===== src/sv/mt19937_seeded_range_draw_unit_macros.svh =====
// Assertion macros used by the generator datapath.
// Depends on clock aclk and active-low reset aresetn in the including module.
`ifndef MT19937_SEEDED_RANGE_DRAW_UNIT_MACROS_SVH
`define MT19937_SEEDED_RANGE_DRAW_UNIT_MACROS_SVH
`ifndef SYNTHESIS
`define MTSRD_ASSERT(lbl, prop, msg) \
    lbl: assert property (@(posedge aclk) disable iff (!aresetn) prop) else $error(msg);
`define MTSRD_ASSERT_NEXT(lbl, cause, effect, msg) \
    lbl: assert property (@(posedge aclk) disable iff (!aresetn) (cause) |=> (effect)) \
        else $error(msg);
`else
`define MTSRD_ASSERT(lbl, prop, msg)
`define MTSRD_ASSERT_NEXT(lbl, cause, effect, msg)
`endif
`endif


===== src/sv/mtsrd_pkg.sv =====
// Shared constants, command/status structs and tempering for the MT19937 draw unit.
// No dependencies.
`default_nettype none
package mtsrd_pkg;
    localparam int STATE_WORDS  = 624;
    localparam int TWIST_OFFSET = 397;

    localparam int S_TDATA_W = 104;
    localparam int M_TDATA_W = 64;

    localparam logic [1:0] FUNC_SEED  = 2'd0;
    localparam logic [1:0] FUNC_RAW   = 2'd1;
    localparam logic [1:0] FUNC_BITS  = 2'd2;
    localparam logic [1:0] FUNC_RANGE = 2'd3;

    localparam logic [31:0] TWIST_MATRIX   = 32'h9908B0DF;
    localparam logic [31:0] HIGH_BIT       = 32'h80000000;
    localparam logic [31:0] LOW_BITS       = 32'h7FFFFFFF;
    localparam logic [31:0] SEED_MULT_FILL = 32'd1812433253;
    localparam logic [31:0] SEED_MULT_KEY  = 32'd1664525;
    localparam logic [31:0] SEED_MULT_MIX  = 32'd1566083941;
    localparam logic [31:0] SEED_INIT      = 32'd19650218;
    localparam logic [31:0] TEMPER_B       = 32'h9D2C5680;
    localparam logic [31:0] TEMPER_C       = 32'hEFC60000;

    // Commands from the controller to the datapath.
    typedef struct packed {
        logic load;
        logic seed_mul;
        logic seed_wr;
        logic seed_last;
        logic bitlen_step;
        logic draw_start;
        logic word_rd0;
        logic word_rd1;
        logic word_wr;
        logic out_load;
    } cmd_t;

    // Status from the datapath to the controller.
    typedef struct packed {
        logic [1:0] in_func;
        logic       in_range_bad;
        logic       in_bits_zero;
        logic [1:0] func;
        logic       seed_end;
        logic       bitlen_done;
        logic       last_word;
        logic       reject;
        logic       out_free;
    } sts_t;

    // Output tempering of one state word.
    function automatic logic [31:0] temper(input logic [31:0] w);
        logic [31:0] y;
        y = w ^ (w >> 11);
        y = y ^ ((y << 7) & TEMPER_B);
        y = y ^ ((y << 15) & TEMPER_C);
        y = y ^ (y >> 18);
        return y;
    endfunction
endpackage
`default_nettype wire


===== src/sv/mtsrd_ctrl.sv =====
// Controller state machine of the MT19937 draw unit.
// Depends on mtsrd_pkg for the command and status structs.
`default_nettype none
module mtsrd_ctrl (
    input  wire logic         aclk,
    input  wire logic         aresetn,
    input  wire logic         s_tvalid,
    output logic              s_tready,
    input  wire mtsrd_pkg::sts_t sts,
    output mtsrd_pkg::cmd_t   cmd
);
    import mtsrd_pkg::*;

    localparam logic [3:0] S_IDLE      = 4'd0;
    localparam logic [3:0] S_SEED_MUL  = 4'd1;
    localparam logic [3:0] S_SEED_WR   = 4'd2;
    localparam logic [3:0] S_SEED_LAST = 4'd3;
    localparam logic [3:0] S_BITLEN    = 4'd4;
    localparam logic [3:0] S_RD0       = 4'd5;
    localparam logic [3:0] S_RD1       = 4'd6;
    localparam logic [3:0] S_WR        = 4'd7;
    localparam logic [3:0] S_CHECK     = 4'd8;
    localparam logic [3:0] S_DONE      = 4'd9;

    logic [3:0] state_reg;
    logic [3:0] state_next;

    assign s_tready = (state_reg == S_IDLE);

    // Next state and command decode.
    always_comb begin
        cmd        = '0;
        state_next = state_reg;
        case (state_reg)
            S_IDLE: begin
                if (s_tvalid) begin
                    cmd.load = 1'b1;
                    case (sts.in_func)
                        FUNC_SEED:  state_next = S_SEED_MUL;
                        FUNC_RANGE: state_next = sts.in_range_bad ? S_DONE : S_BITLEN;
                        default:    state_next = sts.in_bits_zero ? S_DONE : S_RD0;
                    endcase
                end
            end
            S_SEED_MUL: begin
                cmd.seed_mul = 1'b1;
                state_next   = S_SEED_WR;
            end
            S_SEED_WR: begin
                cmd.seed_wr = 1'b1;
                state_next  = sts.seed_end ? S_SEED_LAST : S_SEED_MUL;
            end
            S_SEED_LAST: begin
                cmd.seed_last = 1'b1;
                state_next    = S_DONE;
            end
            S_BITLEN: begin
                if (sts.bitlen_done) begin
                    cmd.draw_start = 1'b1;
                    state_next     = S_RD0;
                end else begin
                    cmd.bitlen_step = 1'b1;
                end
            end
            S_RD0: begin
                cmd.word_rd0 = 1'b1;
                state_next   = S_RD1;
            end
            S_RD1: begin
                cmd.word_rd1 = 1'b1;
                state_next   = S_WR;
            end
            S_WR: begin
                cmd.word_wr = 1'b1;
                if (sts.last_word) begin
                    state_next = (sts.func == FUNC_RANGE) ? S_CHECK : S_DONE;
                end else begin
                    state_next = S_RD0;
                end
            end
            S_CHECK: begin
                if (sts.reject) begin
                    cmd.draw_start = 1'b1;
                    state_next     = S_RD0;
                end else begin
                    state_next = S_DONE;
                end
            end
            S_DONE: begin
                if (sts.out_free) begin
                    cmd.out_load = 1'b1;
                    state_next   = S_IDLE;
                end
            end
            default: state_next = S_IDLE;
        endcase
    end

    // State register.
    always_ff @(posedge aclk) begin
        if (!aresetn) begin
            state_reg <= S_IDLE;
        end else begin
            state_reg <= state_next;
        end
    end
endmodule
`default_nettype wire


===== config.mk =====
export PLATFORM = sky130hd
export DESIGN_NAME = mtsrd_ctrl
export DESIGN_NICKNAME = d
export VERILOG_FILES = /design/src/sv/mt19937_seeded_range_draw_unit_macros.svh /design/src/sv/mtsrd_pkg.sv /design/src/sv/mtsrd_ctrl.sv
export SDC_FILE = /design/constraint.sdc
export NUM_CORES = 1
export LEC_CHECK = 0
export BUFFER_PORTS_ARGS = -buffer_cell sky130_fd_sc_hd__buf_2
export CAP_MARGIN = 20
export CORE_AREA = 3 3 40 42
export CTS_BUF_LIST = sky130_fd_sc_hd__clkbuf_4
export DETAILED_ROUTE_END_ITERATION = 10
export DIE_AREA = 0 0 43 45
export PLACE_DENSITY = 0.76
export SETUP_SLACK_MARGIN = 0.1
export SYNTH_ARGS = -nofsm -noshare
export SYNTH_HDL_FRONTEND = slang
export SYNTH_SLANG_ARGS = --single-unit

===== constraint.sdc =====
create_clock -name aclk -period 1.45 [get_ports aclk]
set_input_delay 0.29 -clock aclk [delete_from_list [all_inputs] [get_ports aclk]]
set_output_delay 0.29 -clock aclk [all_outputs]
set_load 0.01 [all_outputs]

Word-level counts from Yosys, hierarchy flattened. Index checks and enable logic that the tools add are counted.

Input bits: 14. Output and inout bits: 11. Bits in latches: 0. Word-level logic and storage cells: 44. Register bits: 4. Memories: 0. Bits in writable memories: 0. Memory bits (read-only): 0.

$add $sub $neg: 0. Multiplexer cells: 26. Shift operators: 0. Multipliers: 0. Reduce and logical (&&, ||, !) cells: 3. Equality and inequality tests: 14. Bitwise logic cells: 0. Order comparisons: 0. Divide/modulo/power cells: 0.

Operators by type and width (count): $pmux W4 S10 (1); $mux W4 (7); $eq A4 B3 Y1 const B (4); $mux W1 (15); $eq A4 B2 Y1 const B (2); $eq A4 B4 Y1 const B (2); $pmux W4 S2 (1); $ne A2 B2 Y1 const B (3); $eq A2 B2 Y1 const B (2); $eq A4 B1 Y1 const B (1); $logic_not A4 Y1 (1); $reduce_and A3 Y1 (1); $logic_not A2 Y1 (1); $mux W2 (1); $pmux W1 S2 (1).

Depth between registers and ports, before layout. Gate-level depths: netlist of the first run.

Depth after elaboration: 4. Gate-level depth with buffers: 6.

Worst setup path before layout of the first run. OpenSTA, ideal clock, no wires.

Path kind: input -> register. From: input port sts[9] in the netlist's numbering. To: register state_reg[2]. Cell stages on the path: 5. Arrival time: 1.203 ns. Setup time: 0.122 ns. Path slack: 0.126 ns. Cells stage by stage: inv_1 -> ha_1 -> nor2b_1 -> o21a_1 -> o311a_1.

Cells in the longest elaborated chain, start to end: 4. Elaborated cells on any way between the ends: 5.

Ends and longest elaborated chain: from (decl) (RTL line mtsrd_ctrl.sv:9) `input wire mtsrd_pkg::sts_t sts,`; $eq A2 B2 Y1 or $logic_not A2 Y1 (tied branches) (RTL line mtsrd_ctrl.sv:38) `case (sts.in_func)`; $pmux W4 S2 (*) (RTL line mtsrd_ctrl.sv:38); $mux W4 (*) (RTL line mtsrd_ctrl.sv:36) `if (s_tvalid) begin`; $pmux W4 S10 (*) (RTL line mtsrd_ctrl.sv:34) `case (state_reg)`; to (signal assigned) (RTL line mtsrd_ctrl.sv:104) `state_reg <= state_next;`; to (decl) (RTL line mtsrd_ctrl.sv:25) `logic [3:0] state_reg;`.

Mark *: on every way between the ends. The rest lies on a longest branch, timed or not. The select of a mux whose other input is x is not followed. A chain may end at the register's enable or synchronous reset.

==> flow_metrics.tcl, run 1 <==
set metrics [dict create \
    vdd_drop_max_mv 1.43 \
    finalNonFillerCells 120 \
    vias 640 \
    wirelength_mm 1.65 \
    rsz0062_at_grt "yes" \
    syn-mean-instance-area_um2 7.18 \
    multi_input_area_um2 444 \
    gp_congestion 0.839 \
    worst_setup_path_end_kind "output pin" \
    drv_cap 0 \
    finalHoldViolations 0 \
    p_clk_frac 0.077 \
    drv_slew 0 \
    utilization 0.668 \
    min_from "aresetn" \
    period_needed_ns 1.54 \
    diodes 0 \
    ios 25 \
    drc 0 \
    crit_path_start_kind "flop" \
    switchingPower_uw 752 \
    tightest_slew_ns 0.266 \
    start_util 0.369 \
    area_growth_pct 81.0 \
    ys.flop_type "dfxtp_1" \
    drt_pass1_iterations 4 \
    via_per_inst 5.33 \
    p_sw_frac 0.431 \
    die_x_um 43 \
    path_max_fanout 6 \
    overflow 0 \
    fmax_mhz 650 \
    r2r_start "state_reg[2]$_SDFFE_PN0P_" \
    grt_pass1_wl_mm 2.43 \
    numCtsBuffers 3 \
    port_buffers 24 \
    cts_tree "yes" \
    status "complete, but fails checks" \
    worst_path_largest_cell_delay_ns 0.36 \
    drt-wirelength-per-cell_um 13.7 \
    drive_gt1_frac 0.629 \
    setup_viol 2 \
    largest_reg_flops 4 \
    ys_ff_latch 4 \
    antenna_found_initial 0 \
    clk_pin_slew_worst_paths_ns 0.03 \
    dp.cells 108 \
    ctsRootBufferMaster "clkbuf_4" \
    maxSlewHeadroom 0.821 \
    synth_fp_nets 82 \
    gr-usage-all-layers 0.164 \
    clockBufferDepth 2 \
    synth_edf_count 0 \
    dpl.hpwl_mm 1.03 \
    fin_ws_ns -0.0886 \
    crit_chain "and2b_4, a21oi_2, nor3_1, buf_2" \
    fin_skew_ns 0.00449 \
    violations "setup timing" \
    h-tree-depth 1 \
    cts.hold.buffers_added 0 \
    dieArea_um2 1940 \
    crit_start "state_reg[2]$_SDFFE_PN0P_" \
    core_um2 1280 \
    total_power_mw 1.74 \
    row_count 13 \
    path_class "flop to output pin" \
    p_per_area_nw_per_um2 2030 \
    synth_cell_types 34 \
    yosysWarnings 0 \
    clkSinkCount 4 \
    drt_iter0_drc 12 \
    register_area_um2 95.1 \
    cp.required_ns 1.16 \
    netlist_area_um2 474 \
    min_period_over_period 1.06 \
    drtAntennaViolNets 0 \
    p_leak_nw 0.431 \
    async_reset_ff_frac 0 \
    combPwrFrac 0.761 \
    slowest_stage "dfxtp_4" \
    nets 123 \
    grt_pass1_vias 583 \
    syn-instance-count 66 \
    hold_path_class "input port to flop" \
    intPower_uw 992 \
    p_seq_frac 0.162 \
    die_h_um 45 \
    ys_seq_area_frac 0.169 \
    final.setup.tns_ns -0.125 \
    insertion_delay_ns 0.23 \
    grt_max_degree 9 \
    worstPathArrival_ns 1.25 \
    fillers 115 \
]
==> kinds of logic (layout without fill, tap and decap cells) <==
| kind of cell | count (synthesis) | after routing | share of synthesized area |
|---|---|---|---|
| flip-flops | 4 | 4 | 0.169 |
| AO/OA/AOI/OAI | 15 | 15 | 0.203 |
| adder cells (fa/ha/maj) | 2 | 2 | 0.0528 |
| buffers and inverters | 6 | 45 | 0.0765 |
| multiplexers | 1 | 1 | 0.0211 |
| AND/OR/NAND/NOR | 38 | 38 | 0.478 |
==> worst max-delay path, delay by kind of cell, from the launching register on <==
family / cells / cell delay (ns)
simple gates: 2 / 0.43
compound gates: 1 / 0.06
flops: 1 / 0.36
buf+inv: 1 / 0.17
==> stage by stage <==
step                hold slack (ns)  worst slack (ns)  area (µm²)
floorplan                     0.421             0.126         474
global route                  0.337            -0.185         858
global placement              0.567           0.00135         637
CTS                           0.312           -0.0409         781
finish                        0.329           -0.0886         858
detailed placement            0.566           -0.0220         637
==> Yosys cell counts (2+ instances only) <==
| library cell | count | area, µm² |
|---|---|---|
| o21ai_1 | 4 | 20.0 |
| and3b_1 | 2 | 17.5 |
| ha_1 | 2 | 25.0 |
| dfxtp_1 | 4 | 80.1 |
| nor2b_1 | 4 | 25.0 |
| inv_1 | 2 | 7.51 |
| a21oi_1 | 4 | 20.0 |
| nor2_1 | 8 | 30.0 |
| nor3_1 | 6 | 30.0 |
| nand2b_1 | 2 | 12.5 |
| nand2_1 | 4 | 15.0 |
| buf_2 | 2 | 10.0 |
==> worst paths after layout <==
check                                   end  slack [ns]  depth (start not counted)
hold / removal    state_reg[2]$_SDFFE_PN0P_        0.33                          2
setup / recovery                     cmd[4]       -0.09                          4
hold reg to reg   state_reg[1]$_SDFFE_PN0P_        0.60                          1
setup reg to reg  state_reg[3]$_SDFFE_PN0P_        0.10                          6
==> power groups by stage <==
stage               Combinational [mW]  Sequential, mW  Clock, mW
floorplan                        0.623           0.201          0
global placement                 0.863           0.242          0
detailed placement               0.874           0.241          0
CTS                               1.14           0.272      0.140
global route                      1.44           0.291      0.146
finish                            1.33           0.282      0.135
==> cell usage in the layout (no fill, tap or decap), types with 2 or more instances in the layout <==
cell type and count:
nor3_2 3, buf_6 8, dfxtp_4 4, buf_4 8, nand2b_4 3, a21oi_1 3
nor2_2 4, and3b_1 2, nor3_1 3, inv_1 2, o21ai_2 2, nor2b_1 3
o21ai_1 2, ha_1 2, clkbuf_4 3, buf_2 24, nor2_1 4, nand2_1 3
==> layer usage <==
metal | vias to the layer above | track usage | share of wire
met3 | 2 | 0.0558 | 0.053
met2 | 25 | 0.293 | 0.52
met4 | 0 | 0.0482 | 0.0085
met1 | 294 | 0.185 | 0.41
li1 | 319 | - | -
met5 | - | 0 | 0
==> repair_timing <==
action / 4_1_cts / 5_1_grt
endpoints found under the setup margin: 11 / 13
hold endpoints to repair: 0 / 0
cloned: 0 / 0
setup buffers: 6 / 3
gates resized for setup: 20 / 15
pin swaps: 3 / 8
==> cell type report <==
class                   instances  share of cell area
clock buffers                   3              0.0262
inverters                       2             0.00875
multi-input cells              56               0.517
flip-flops and latches          4               0.111
well taps                      15              0.0219
repair buffers                 40               0.315
No activity file was read; power rests on OpenSTA's default activity.
==> run 2, diff against run 1 <==
==> constraint.sdc (replaced) <==
create_clock -name aclk -period 1.5 [get_ports aclk]
set_input_delay 0.3 -clock aclk [delete_from_list [all_inputs] [get_ports aclk]]
set_output_delay 0.3 -clock aclk [all_outputs]
set_load 0.01 [all_outputs]
==> run 2 against run 1 <==
Largest cell class unchanged. Combinational power down 3%. The flow still finishes with violations (setup timing). Global-route usage rose by 1.3 points. First-iteration DRC count up 33%. Largest power group unchanged.
==> flow_metrics.tcl, run 2 (synthesis results as in run 1) <==
set metrics [dict create \
    status "complete, but fails checks" \
    violations "setup timing" \
    slowest_stage "dfxtp_4" \
    total_power_mw 1.67 \
    antenna_found_initial 0 \
    dpl.hpwl_um 999 \
    drt_pass1_iterations 4 \
    utilization 0.628 \
    tightest_slew_ns 0.230 \
    maxSlewHeadroom 0.846 \
    layout_common_cells "buf_2, buf_4, nor2_1" \
    area_growth_pct 70.2 \
    wirelength_mm 1.63 \
    period_needed_ns 1.54 \
    final_area_um2 807 \
    fillers 127 \
    met1_length_um 679 \
    worstPathArrival_ns 1.24 \
    place_area_um2 614 \
    drt_iter0_drc 16 \
    hold_path_class "input port to flop" \
    path_class "flop to output pin" \
    fin_ws_ns -0.0361 \
    die_x_um 43 \
    cts_tree "yes" \
    start_util 0.369 \
    grt_max_degree 13 \
    clockBufferDepth 2 \
    grt_pass1_wl_mm 2.52 \
    cp.required_ns 1.20 \
    gr-usage-all-layers 0.177 \
    via_per_inst 5.39 \
    worst_path_largest_cell_delay_ns 0.36 \
    drtAntennaViolNets 0 \
    overflow 0 \
    largest_reg_flops 4 \
    gp_congestion 0.809 \
    ctsRootBufferMaster "clkbuf_4" \
    setup_viol 1 \
    diodes 0 \
    vias 642 \
    drive_gt1_frac 0.558 \
    clkSinkCount 4 \
    rrSetupSlack_ns 0.09 \
    cp_top_family "simple AND/OR/NAND/NOR gates" \
    min_period_over_period 1.02 \
    core_um2 1280 \
    insertion_delay_ns 0.23 \
    finalHoldViolations 0 \
    worst_setup_path_end_kind "output pin" \
    final.setup.tns_ns -0.0361 \
    nets 122 \
    p_per_area_nw_per_um2 2060 \
    fin_skew_ns 0.00415 \
    rsz0062_at_grt "yes" \
    drt-wirelength-per-cell_um 13.7 \
    port_buffers 24 \
    h-tree-depth 1 \
    wl_met2_um 808 \
    ios 25 \
    final_common_cell "buf_2" \
    drc 0 \
    p_leak_nw 0.405 \
    numCtsBuffers 3 \
    dr_wl_met3_um 103 \
    row_count 13 \
    drv_cap 0 \
    vdd_drop_max_mv 1.41 \
    path_max_fanout 5 \
    critical_path_buf_inv_count 1 \
    die_h_um 45 \
    crit_path_start_kind "flop" \
    drv_slew 0 \
    fmax_mhz 651 \
    crit_chain "and2b_4, a21oi_1, nor3_1, buf_2" \
    route.top_layer_used "met4" \
    grt_pass1_vias 570 \
    dieArea_um2 1940 \
    clk_pin_slew_worst_paths_ns 0.03 \
]
==> run 2: changes by cell type in the layout (fill, tap and decap cells not counted), sizes merged <==
cell,before,now
buf,40,39
==> run 2: report_power, final <==
| group | switching [mW] | internal (mW) |
|---|---|---|
| Sequential | 0.0746 | 0.170 |
| Clock | 0.0423 | 0.0894 |
| Combinational | 0.585 | 0.703 |
| Total | 0.702 | 0.963 |
==> run 2: per-layer routing <==
metal,vias to the layer above,GRT usage
met4,0,0.0964
met1,290,0.212
met5,-,0
li1,317,-
met2,31,0.296
met3,4,0.0398
==> run 2: layout make-up <==
type / instances / area [µm²] / area share
flip-flops and latches: 4 / 90.1 / 0.112
clock buffers: 3 / 22.5 / 0.0279
well taps: 15 / 18.8 / 0.0233
inverters: 2 / 7.51 / 0.00930
repair buffers: 39 / 255 / 0.316
multi-input cells: 56 / 413 / 0.512
==> run 2: final timing paths <==
path	startpoint	end	cells past startpoint
setup reg to reg	state_reg[1]$_SDFFE_PN0P_	state_reg[2]$_SDFFE_PN0P_	6
hold / removal	aresetn	state_reg[2]$_SDFFE_PN0P_	2
hold reg to reg	state_reg[3]$_SDFFE_PN0P_	state_reg[1]$_SDFFE_PN0P_	1
setup / recovery	state_reg[2]$_SDFFE_PN0P_	cmd[4]	4
==> run 2: worst register-to-register path, delay by kind of cell, from the launching register on <==
| kind | cells | cell delay (ns) |
|---|---|---|
| flip-flops | 1 | 0.35 |
| AND/OR/NAND/NOR | 1 | 0.09 |
| AO/OA/AOI/OAI | 2 | 0.42 |
| buffers and inverters | 3 | 0.43 |
==> run 2: per-stage QoR <==
step | setup WS, ns | cells | hold slack, ns
2_1_floorplan | 0.166 | 66 | 0.431
3_3_place_gp | 0.0419 | 105 | 0.575
3_5_place_dp | -0.00128 | 105 | 0.577
4_1_cts | -0.0377 | 116 | 0.324
5_1_grt | -0.0676 | 119 | 0.342
6_report | -0.0361 | 119 | 0.355
==> run 2: timing repair <==
item                       4_1_cts  5_1_grt
setup endpoints to repair       11       14
hold endpoints to repair         0        0
gates resized for setup         18        5
setup buffers                    8        3
hold buffers                     0        0
pin swaps                        2        3
==> run 3, diff against run 2 <==
--- a/config.mk
+++ b/config.mk
@@ -12,6 +12,8 @@
 export DETAILED_ROUTE_END_ITERATION = 10
 export DIE_AREA = 0 0 43 45
 export PLACE_DENSITY = 0.76
+export RECOVER_POWER = 25
+export REMOVE_ABC_BUFFERS = 1
 export SETUP_SLACK_MARGIN = 0.1
 export SYNTH_ARGS = -nofsm -noshare
 export SYNTH_HDL_FRONTEND = slang
==> run 3 against run 2 <==
The flow still finishes with violations (setup timing). First-iteration DRC count grew 19%. Utilization grew 6.4 points. Sequential share of layout area is 0.75 points lower. Sequential power up 4%. Maximum frequency grew 1.1%. Clock skew rose by 0.0043 ns. Non-clock buffer count is 2 higher. Critical path type unchanged. Largest cell class unchanged. Largest power group unchanged. Highest routed layer unchanged.
==> flow_metrics.tcl, run 3 (synthesis results as in run 1) <==
set metrics [dict create \
    largest_reg_flops 4 \
    period_needed_ns 1.52 \
    wirelength_mm 1.85 \
    vias 664 \
    drt-wirelength-per-cell_um 15.2 \
    drt_pass1_iterations 4 \
    fin_hold_ws_ns 0.342 \
    cp.required_ns 1.20 \
    drtAntennaViolNets 0 \
    fmax_mhz 658 \
    ios 25 \
    layout_common_cells "buf_2, buf_4, nor2_1" \
    reg2reg_to "state_reg[0]$_SDFFE_PN0P_" \
    vdd_drop_max_mv 1.22 \
    gp_congestion 0.805 \
    core_um2 1280 \
    area_growth_pct 87.6 \
    die_x_um 43 \
    port_buffers 24 \
    row_count 13 \
    hold_path_class "input port to flop" \
    dpl.hpwl_mm 1.03 \
    clk_pin_slew_worst_paths_ns 0.04 \
    dieArea_um2 1940 \
    path_max_fanout 4 \
    path_class "flop to output pin" \
    crit_start "state_reg[2]$_SDFFE_PN0P_" \
    fin_ws_ns -0.0198 \
    grt_pass1_wl_mm 2.68 \
    start_util 0.369 \
    gr-usage-all-layers 0.183 \
    violations "setup timing" \
    setup_viol 1 \
    numCtsBuffers 3 \
    clkSinkCount 4 \
    drv_slew 0 \
    min_period_over_period 1.01 \
    maxSlewHeadroom 0.809 \
    ctsRootBufferMaster "clkbuf_4" \
    finalHoldViolations 0 \
    h-tree-depth 1 \
    r2r_start "state_reg[2]$_SDFFE_PN0P_" \
    drive_gt1_frac 0.613 \
    worst_setup_path_end_kind "output pin" \
    overflow 0 \
    rr_worst_depth 6 \
    fin_skew_ns 0.00846 \
    cts_tree "yes" \
    insertion_delay_ns 0.25 \
    p_leak_nw 0.433 \
    clockBufferDepth 2 \
    p_per_area_nw_per_um2 2060 \
    tightest_slew_ns 0.285 \
    via_per_inst 5.49 \
    nets 124 \
    antenna_found_initial 0 \
    final.setup.tns_ns -0.0198 \
    crit_path_start_kind "flop" \
    rsz0062_at_grt "yes" \
    fillers 111 \
    final_common_cell "buf_2" \
    drv_cap 0 \
    grt_pass1_vias 622 \
    status "complete, but fails checks" \
    die_h_um 45 \
    drc 0 \
    crit_end "cmd[0]" \
    drt_iter0_drc 19 \
    diodes 0 \
    grt_max_degree 13 \
    post-place-ws_ns -0.000831 \
    rrSetupSlack_ns 0.13 \
    worstPathArrival_ns 1.22 \
]
-- run 3: worst min-delay path by stage --
stage / start / endpoint / slack (ns) / depth (start not counted)
2_1_floorplan: aresetn / state_reg[2]$_SDFFE_PN0P_ / 0.43 / 1
3_3_place_gp: aresetn / state_reg[2]$_SDFFE_PN0P_ / 0.58 / 2
3_5_place_dp: aresetn / state_reg[2]$_SDFFE_PN0P_ / 0.59 / 2
4_1_cts: aresetn / state_reg[2]$_SDFFE_PN0P_ / 0.34 / 2
5_1_grt: aresetn / state_reg[2]$_SDFFE_PN0P_ / 0.35 / 2
6_report: aresetn / state_reg[2]$_SDFFE_PN0P_ / 0.34 / 2
-- run 3: critical path, cell delays in order, from the launching register on --
cell and delay (ns):
dfxtp_4 0.35, and2b_4 0.27, buf_6 0.10, and3_4 0.17
buf_6 0.09
-- run 3: stage by stage --
step / std cells / utilization / power, mW / instance area, µm²
floorplan: 62 / - / 0.740 / 445
global placement: 107 / 0.490 / 1.03 / 629
detailed placement: 107 / 0.490 / 1.05 / 629
CTS: 116 / 0.609 / 1.54 / 782
global route: 121 / 0.692 / 1.95 / 890
finish: 121 / 0.692 / 1.83 / 890
-- run 3: cell type report --
type / instances / area, µm² / area share
Multi-Input combinational cell: 56 / 443 / 0.498
Timing Repair Buffer: 41 / 305 / 0.343
Sequential cell: 4 / 92.6 / 0.104
Clock buffer: 3 / 22.5 / 0.0253
Tap cell: 15 / 18.8 / 0.0211
Inverter: 2 / 7.51 / 0.00844
-- run 3: per-layer routing --
layer	vias to the layer above	share of wire	track usage
met3	4	0.071	0.0199
met5	-	0	0
met1	306	0.35	0.207
li1	318	-	-
met2	36	0.55	0.347
met4	0	0.027	0.0783
-- run 3: what timing repair did --
action                                  in CTS  in global routing
hold buffers                                 0                  0
buffers inserted                             6                  4
gates cloned                                 0                  1
endpoints found under the setup margin      11                 13
pin swaps                                    2                  6
resized for setup                           20                 13
-- run 3: power breakdown --
group / total (mW) / internal, mW / leakage [nW] / switching (mW)
Sequential: 0.254 / 0.173 / 0.0353 / 0.0807
Combinational: 1.43 / 0.798 / 0.384 / 0.634
Clock: 0.145 / 0.0903 / 0.0138 / 0.0552
Total: 1.83 / 1.06 / 0.433 / 0.770
